`config.mk`:
```
export PLATFORM = sky130hd
export DESIGN_NAME = route_longest_prefix_lookup
export DESIGN_NICKNAME = d
export VERILOG_FILES = /design/src/rtl/rlpl_pkg.sv /design/src/rtl/rlpl_cmp.sv /design/src/rtl/route_longest_prefix_lookup.sv
export SDC_FILE = /design/constraint.sdc
export NUM_CORES = 2
export LEC_CHECK = 0
export ABC_AREA = 1
export BUFFER_PORTS_ARGS = -buffer_cell sky130_fd_sc_hd__buf_2
export CAP_MARGIN = 10
export CORE_MARGIN = 2
export CORE_UTILIZATION = 60
export CTS_BUF_LIST = sky130_fd_sc_hd__clkbuf_4
export CTS_CLUSTER_DIAMETER = 60
export DETAILED_ROUTE_END_ITERATION = 7
export HOLD_SLACK_MARGIN = 0.08
export PLACE_DENSITY = 0.77
export SYNTH_ARGS = -nofsm -noshare
export SYNTH_HDL_FRONTEND = slang
export SYNTH_HIERARCHICAL = 1
export SYNTH_SLANG_ARGS = --single-unit
```
`constraint.sdc`:
```
create_clock -name clock -period 17.1 [get_ports clock]
set_clock_uncertainty 0.15 [all_clocks]
set_input_delay 0.855 -clock clock [delete_from_list [all_inputs] [get_ports clock]]
set_output_delay 0.855 -clock clock [all_outputs]
set_load 0.02 [all_outputs]
```
`src/rtl/rlpl_pkg.sv`:
```
package rlpl_pkg;

   localparam int TABLE_ENTRIES = 16;
   localparam int ENTRY_W = (TABLE_ENTRIES > 1) ? $clog2(TABLE_ENTRIES) : 1;
   localparam int ADDR_W = 32;
   localparam int IFACE_W = 3;
   localparam int INDEX_W = 4;

   typedef logic [ADDR_W-1:0] addr_type;
   typedef logic [IFACE_W-1:0] iface_type;
   typedef logic [ENTRY_W-1:0] entry_idx_type;

   // One route table entry as presented to the compare unit.
   typedef struct packed {
      logic      used;
      addr_type  dest;
      addr_type  mask;
      addr_type  hop;
      iface_type port;
   } route_entry_type;

   // Running best match of the scan in progress.
   typedef struct packed {
      logic     hit;
      addr_type mask;
   } best_type;

   // Decision of the compare unit for the entry under test.
   typedef struct packed {
      logic     take;
      addr_type hop;
   } verdict_type;

endpackage

```
`src/rtl/rlpl_cmp.sv`:
```
module rlpl_cmp (
   input  rlpl_pkg::addr_type        addr,
   input  rlpl_pkg::route_entry_type entry,
   input  rlpl_pkg::best_type        best,
   output rlpl_pkg::verdict_type     verdict
);

   logic match;
   logic longer;

   assign match = entry.used && ((addr & entry.mask) == entry.dest);

   // A mask equal to the best so far still wins, so the later entry takes a tie.
   assign longer = !best.hit || (entry.mask >= best.mask);

   assign verdict.take = match && longer;

   // A zero next hop means the destination is directly attached.
   assign verdict.hop = (entry.hop == '0) ? addr : entry.hop;

endmodule

```
`src/rtl/route_longest_prefix_lookup.sv`:
```
// Longest-prefix route lookup over a small table. A write word (kind 0) loads
// one table slot in the cycle it is accepted and produces no response, so write
// words can be taken back to back. A lookup word (kind 1) walks the table one
// entry per cycle through a single shared mask-and-compare unit, keeping the
// best match (largest mask, later entry on a tie), then holds one response word
// until it is taken. Each entry is read into a register in the cycle before it
// is compared. A lookup keeps req_ready low while it scans all TABLE_ENTRIES
// entries and while its response word waits to be taken, so no new word is
// accepted until the response has been taken.
// The table valid bits are cleared by reset, so no clearing pass is needed.
module route_longest_prefix_lookup (
   input  logic                            clock,
   input  logic                            reset,
   input  logic                            req_valid,
   output logic                            req_ready,
   input  logic                            req_kind,
   input  logic [rlpl_pkg::INDEX_W-1:0]    req_entry_index,
   input  logic                            req_entry_valid,
   input  rlpl_pkg::addr_type              req_entry_dest,
   input  rlpl_pkg::addr_type              req_entry_mask,
   input  rlpl_pkg::addr_type              req_entry_next_hop,
   input  rlpl_pkg::iface_type             req_entry_iface,
   input  rlpl_pkg::addr_type              req_lookup_addr,
   output logic                            rsp_valid,
   input  logic                            rsp_ready,
   output logic                            rsp_found,
   output rlpl_pkg::addr_type              rsp_next_hop_addr,
   output rlpl_pkg::iface_type             rsp_out_iface
);

   localparam logic [1:0] ST_IDLE = 2'd0;
   localparam logic [1:0] ST_SCAN = 2'd1;
   localparam logic [1:0] ST_RESP = 2'd2;

   localparam rlpl_pkg::entry_idx_type LAST_IDX =
      rlpl_pkg::ENTRY_W'(rlpl_pkg::TABLE_ENTRIES - 1);

   rlpl_pkg::addr_type  dest_ff [rlpl_pkg::TABLE_ENTRIES];
   rlpl_pkg::addr_type  mask_ff [rlpl_pkg::TABLE_ENTRIES];
   rlpl_pkg::addr_type  hop_tab_ff [rlpl_pkg::TABLE_ENTRIES];
   rlpl_pkg::iface_type port_ff [rlpl_pkg::TABLE_ENTRIES];
   logic [rlpl_pkg::TABLE_ENTRIES-1:0] used_ff;

   logic [1:0]                state_ff, state_in;
   rlpl_pkg::entry_idx_type   idx_ff, idx_in;
   rlpl_pkg::addr_type        addr_ff, addr_in;
   logic                      hit_ff, hit_in;
   rlpl_pkg::addr_type        best_mask_ff, best_mask_in;
   rlpl_pkg::addr_type        hop_ff, hop_in;
   rlpl_pkg::iface_type       iface_ff, iface_in;

   logic                      req_take;
   logic                      wr_en;
   rlpl_pkg::entry_idx_type   wr_idx;
   rlpl_pkg::route_entry_type cur_entry_ff;
   rlpl_pkg::best_type        best;
   rlpl_pkg::verdict_type     verdict;

   assign req_ready = (state_ff == ST_IDLE);
   assign req_take  = req_valid && req_ready;
   assign wr_en     = req_take && !req_kind &&
                      (32'(req_entry_index) < rlpl_pkg::TABLE_ENTRIES);
   assign wr_idx    = rlpl_pkg::ENTRY_W'(req_entry_index);

   always_ff @(posedge clock) begin
      if (reset) begin
         used_ff <= '0;
      end else if (wr_en) begin
         used_ff[wr_idx] <= req_entry_valid;
      end
   end

   always_ff @(posedge clock) begin
      if (wr_en) begin
         dest_ff[wr_idx]    <= req_entry_dest;
         mask_ff[wr_idx]    <= req_entry_mask;
         hop_tab_ff[wr_idx] <= req_entry_next_hop;
         port_ff[wr_idx]    <= req_entry_iface;
      end
   end

   // The entry compared in the next cycle is fetched at the index that the
   // sequencer moves to. No write can land while a scan is running.
   always_ff @(posedge clock) begin
      cur_entry_ff.used <= used_ff[idx_in];
      cur_entry_ff.dest <= dest_ff[idx_in];
      cur_entry_ff.mask <= mask_ff[idx_in];
      cur_entry_ff.hop  <= hop_tab_ff[idx_in];
      cur_entry_ff.port <= port_ff[idx_in];
   end

   assign best.hit  = hit_ff;
   assign best.mask = best_mask_ff;

   rlpl_cmp u_cmp (
      .addr    (addr_ff),
      .entry   (cur_entry_ff),
      .best    (best),
      .verdict (verdict)
   );

   always_comb begin
      state_in     = state_ff;
      idx_in       = idx_ff;
      addr_in      = addr_ff;
      hit_in       = hit_ff;
      best_mask_in = best_mask_ff;
      hop_in       = hop_ff;
      iface_in     = iface_ff;
      case (state_ff)
         ST_IDLE: begin
            if (req_take && req_kind) begin
               state_in     = ST_SCAN;
               idx_in       = '0;
               addr_in      = req_lookup_addr;
               hit_in       = 1'b0;
               best_mask_in = '0;
               hop_in       = '0;
               iface_in     = '0;
            end
         end
         ST_SCAN: begin
            if (verdict.take) begin
               hit_in       = 1'b1;
               best_mask_in = cur_entry_ff.mask;
               hop_in       = verdict.hop;
               iface_in     = cur_entry_ff.port;
            end
            if (idx_ff == LAST_IDX) begin
               state_in = ST_RESP;
            end else begin
               idx_in = idx_ff + 1'b1;
            end
         end
         ST_RESP: begin
            if (rsp_ready) begin
               state_in = ST_IDLE;
            end
         end
         default: begin
            state_in = ST_IDLE;
         end
      endcase
   end

   always_ff @(posedge clock) begin
      if (reset) begin
         state_ff     <= ST_IDLE;
         idx_ff       <= '0;
         hit_ff       <= 1'b0;
         best_mask_ff <= '0;
         hop_ff       <= '0;
         iface_ff     <= '0;
      end else begin
         state_ff     <= state_in;
         idx_ff       <= idx_in;
         hit_ff       <= hit_in;
         best_mask_ff <= best_mask_in;
         hop_ff       <= hop_in;
         iface_ff     <= iface_in;
      end
   end

   always_ff @(posedge clock) begin
      addr_ff <= addr_in;
   end

   assign rsp_valid         = (state_ff == ST_RESP);
   assign rsp_found         = hit_ff;
   assign rsp_next_hop_addr = hop_ff;
   assign rsp_out_iface     = iface_ff;

   a_no_accept_while_busy: assert property (@(posedge clock) disable iff (reset)
      rsp_valid |-> !req_ready)
      else $error("input accepted while a response word is pending");

   a_miss_is_zero: assert property (@(posedge clock) disable iff (reset)
      (rsp_valid && !rsp_found) |-> (rsp_next_hop_addr == '0 && rsp_out_iface == '0))
      else $error("miss response carries nonzero next hop or interface");

   a_lookup_starts_scan: assert property (@(posedge clock) disable iff (reset)
      (req_take && req_kind) |=> (state_ff == ST_SCAN && idx_ff == '0 && !hit_ff))
      else $error("lookup did not start a fresh scan");

   a_write_stays_idle: assert property (@(posedge clock) disable iff (reset)
      (req_take && !req_kind) |=> (req_ready && !rsp_valid))
      else $error("write word left the block busy");

   a_scan_ends_in_resp: assert property (@(posedge clock) disable iff (reset)
      (state_ff == ST_SCAN && idx_ff == LAST_IDX) |=> rsp_valid)
      else $error("scan of the last entry did not produce a response");

endmodule
```
==> results.json <==
{
  "status": "finished with violations",
  "violations": "DRC",
  "avgSynthCellArea_um2": 10.5,
  "dp_hpwl_um": 104000,
  "grt_setup_unrepaired": "false",
  "reg2reg_to": "cur_entry_ff[42]",
  "cts_buffers": 453,
  "grt_pass1_vias": 53700,
  "fin_crit_sh_pct": 37.5,
  "arrival_ns": 7.47,
  "syn_area_um2": 76400,
  "synth_top_cell_area_share_pct": 63.5,
  "grt_overflow_total": 0,
  "fillCellCount": 9225,
  "htreeDepth": 5,
  "fp.dieH_um": 361,
  "synth_cell_types": 31,
  "crit_path_start_kind": "register",
  "crit_chain": "inv_2 -> nor2_4 -> buf_4 -> nand2_2 -> nand2_8 -> buf_4 -> buf_4 -> buf_4 -> buf_4 -> nand3_1 -> nand3_1 -> nand3_1 -> nand3_1 -> nand2_1",
  "finalNonFillerCells": 9659,
  "critPathMaxFanout": 120,
  "finalSetupViolCount": 0,
  "fin_setup_tns_ns": 0,
  "worstReg2RegStart": "state_ff[0]",
  "die_w_um": 361,
  "syn_inst": 7269,
  "synthXorXnorAreaFrac_pct": 0.126,
  "synth_top_area_cell": "edfxtp_1",
  "crit_slowest_cell": "buf_4",
  "multiInputGateArea_um2": 18700,
  "clk_path_buf_depth": 4,
  "reg2reg_depth": 14,
  "worst_slack_ns": 10.69,
  "path_class": "register to register",
  "post-place-ws_ns": 10.81,
  "vias_per_cell": 5.83,
  "synth.area.mux_share_pct": 0,
  "drcViolationCount": 2,
  "vias": 56300,
  "async_flop_share_pct": 0,
  "hold_start": "req_lookup_addr[14]",
  "relSlewSlack_pct": 17.3,
  "design.core.area_um2": 126000,
  "mostFrequentLayoutCells": "1953 x nand3_1, 1863 x nand2_1, 1616 x edfxtp_1",
  "start_util_pct": 60.6,
  "p_total_mw": 9.15,
  "period_minus_slack_ns": 6.42,
  "p_leak_nw": 35.2,
  "drt_first_pass_iters": 8,
  "synth_edf_count": 1616,
  "hold_viol": 0,
  "yosysSeqAreaShare_pct": 68.5,
  "placed_area_um2": 78100,
  "synthAdderAreaFrac_pct": 0.540,
  "max_stage_delay_ns": 0.89,
  "worstSetupEndpointType": "register",
  "final-max-slew-violation-count": 0,
  "grt_pass1_wl_um": 317000,
  "synthSimpleGateAreaFrac_pct": 22.7,
  "crit_required_ns": 18.15,
  "path_common_cell": "buf_4",
  "cts_tree": "built",
  "stdcell_area_um2": 85200,
  "clk_latency_ns": 1.36,
  "ys_seq_elements": 1806,
  "die_area_um2": 130000,
  "grt_usage_pct": 32.2,
  "synth_top_family_by_area": "simple AND/OR/NAND/NOR gates",
  "clk_pin_slew_ns": 0.06,
  "grt_max_degree": 216,
  "wirelength_um": 211000,
  "root_buffer": "clkbuf_4",
  "min-delay-path-class": "input pin to register",
  "ir_drop_v": 0.0000805,
  "fmax_ghz": 0.156,
  "yosys_warnings": 6,
  "num_rows": 130,
  "cellPowerDensity_nw_per_um2": 107,
  "antenna_found_initial": 20,
  "drtAntennaViolNets": 0,
  "first_iter_violations": 8419,
  "final_util_pct": 67.6,
  "synthesis.nets": 7443,
  "gp_congestion": 0.905,
  "port_buffers": 178,
  "min_to": "addr_ff[14]",
  "final_common_cell": "nand3_1",
  "clkSinkCount": 1806,
  "drive_above_1_share_pct": 12.5,
  "tightest_slew_ns": 1.24,
  "ff_latch_area_um2": 52300,
  "final_nets": 7826,
  "dpl.cell_count": 8704,
  "io_pins": 179,
  "syn_to_final_growth_pct": 11.5,
  "netlist_top_cells_area": "edfxtp_1 64%, nand3_1 13%, nand2_1 9.2%",
  "cap_violations": 0,
  "ys.flop_type": "edfxtp_1",
  "synth_compound_area_share_pct": 0.865,
  "hold_ws_ns": 0.227,
  "hold_depth": 2,
  "ff2ff_setup_slack_ns": 10.69,
  "wl_per_cell_um": 21.9
}
## registers in the layout, summed over array words and instances (netlist names)
name               cells
cur_entry_ff         100
dest_ff              512
rsp_out_iface          3
mask_ff              512
used_ff               16
hop_tab_ff           512
rsp_found              1
best_mask_ff          32
rsp_next_hop_addr     32
idx_ff                 4
state_ff               2
addr_ff               32
port_ff               48
## critical path, delay by kind of cell (launching register included)
kind                   cells  cell delay, ns
AND/OR/NAND/NOR            8            1.58
buffers and inverters      6            3.96
flip-flops                 1            0.42
## cells in the mapped netlist, types with 3 or more instances
| master | number |
|---|---|
| ha_1 | 33 |
| buf_2 | 332 |
| dfxtp_1 | 190 |
| buf_4 | 3 |
| nor2_1 | 66 |
| xor2_1 | 10 |
| buf_6 | 3 |
| nand4_1 | 5 |
| inv_1 | 903 |
| o21ai_0 | 13 |
| a211oi_1 | 16 |
| edfxtp_1 | 1616 |
| clkbuf_1 | 104 |
| buf_1 | 20 |
| nor3_1 | 4 |
| nor4_1 | 8 |
| a21oi_1 | 86 |
| nand3_1 | 1955 |
| nand2_1 | 1864 |
| nand2_2 | 23 |
## power breakdown
part           leakage (nW)  internal (mW)  switching, mW  total (mW)
Clock                  3.39           1.84           1.70        3.54
Sequential             16.1           4.86         0.0551        4.91
Combinational          15.7          0.194          0.511       0.705
## layer usage
| layer | track usage [%] | part of all wire (%) |
|---|---|---|
| met5 | 0 | 0.033 |
| met1 | 43.4 | 37 |
| met4 | 15.0 | 4.2 |
| met2 | 49.2 | 46 |
| met3 | 8.43 | 13 |
## worst max path at each step
stage / from / end / slack (ns) / cells after the start
3_3_place_gp: state_ff[0] / cur_entry_ff[26] / 10.94 / 15
3_5_place_dp: state_ff[0] / cur_entry_ff[40] / 10.81 / 14
5_1_grt: state_ff[0] / cur_entry_ff[31] / 10.39 / 15
2_1_floorplan: req_kind / dest_ff[0][0] / 10.96 / 5
4_1_cts: state_ff[0] / cur_entry_ff[42] / 10.85 / 14
6_report: state_ff[0] / cur_entry_ff[42] / 10.69 / 14
## what timing repair did
action / CTS / global route
gates resized for setup: 0 / 0
endpoints found under the hold margin: 1706 / 0
hold buffers: 143 / 0
setup buffers: 0 / 0
## kinds of logic after synthesis
family,after synthesis
AOI/OAI and AO/OA,121
xor gates and xnor gates,11
and+or+nand+nor,3931
buffers and inverters,1367
DFF,1806
adders and majority gates,33
## cell type report
cell class / count / area share [%]
sequential: 1806 / 61.4
multi-input combinational: 4096 / 21.9
clock buffer: 673 / 5.93
inverter: 905 / 4.01
timing repair buffer: 390 / 3.54
tap: 1650 / 2.42
clock inverter: 131 / 0.706
antenna: 8 / 0.0235
Note: power is estimated with default switching activity, not from simulation.
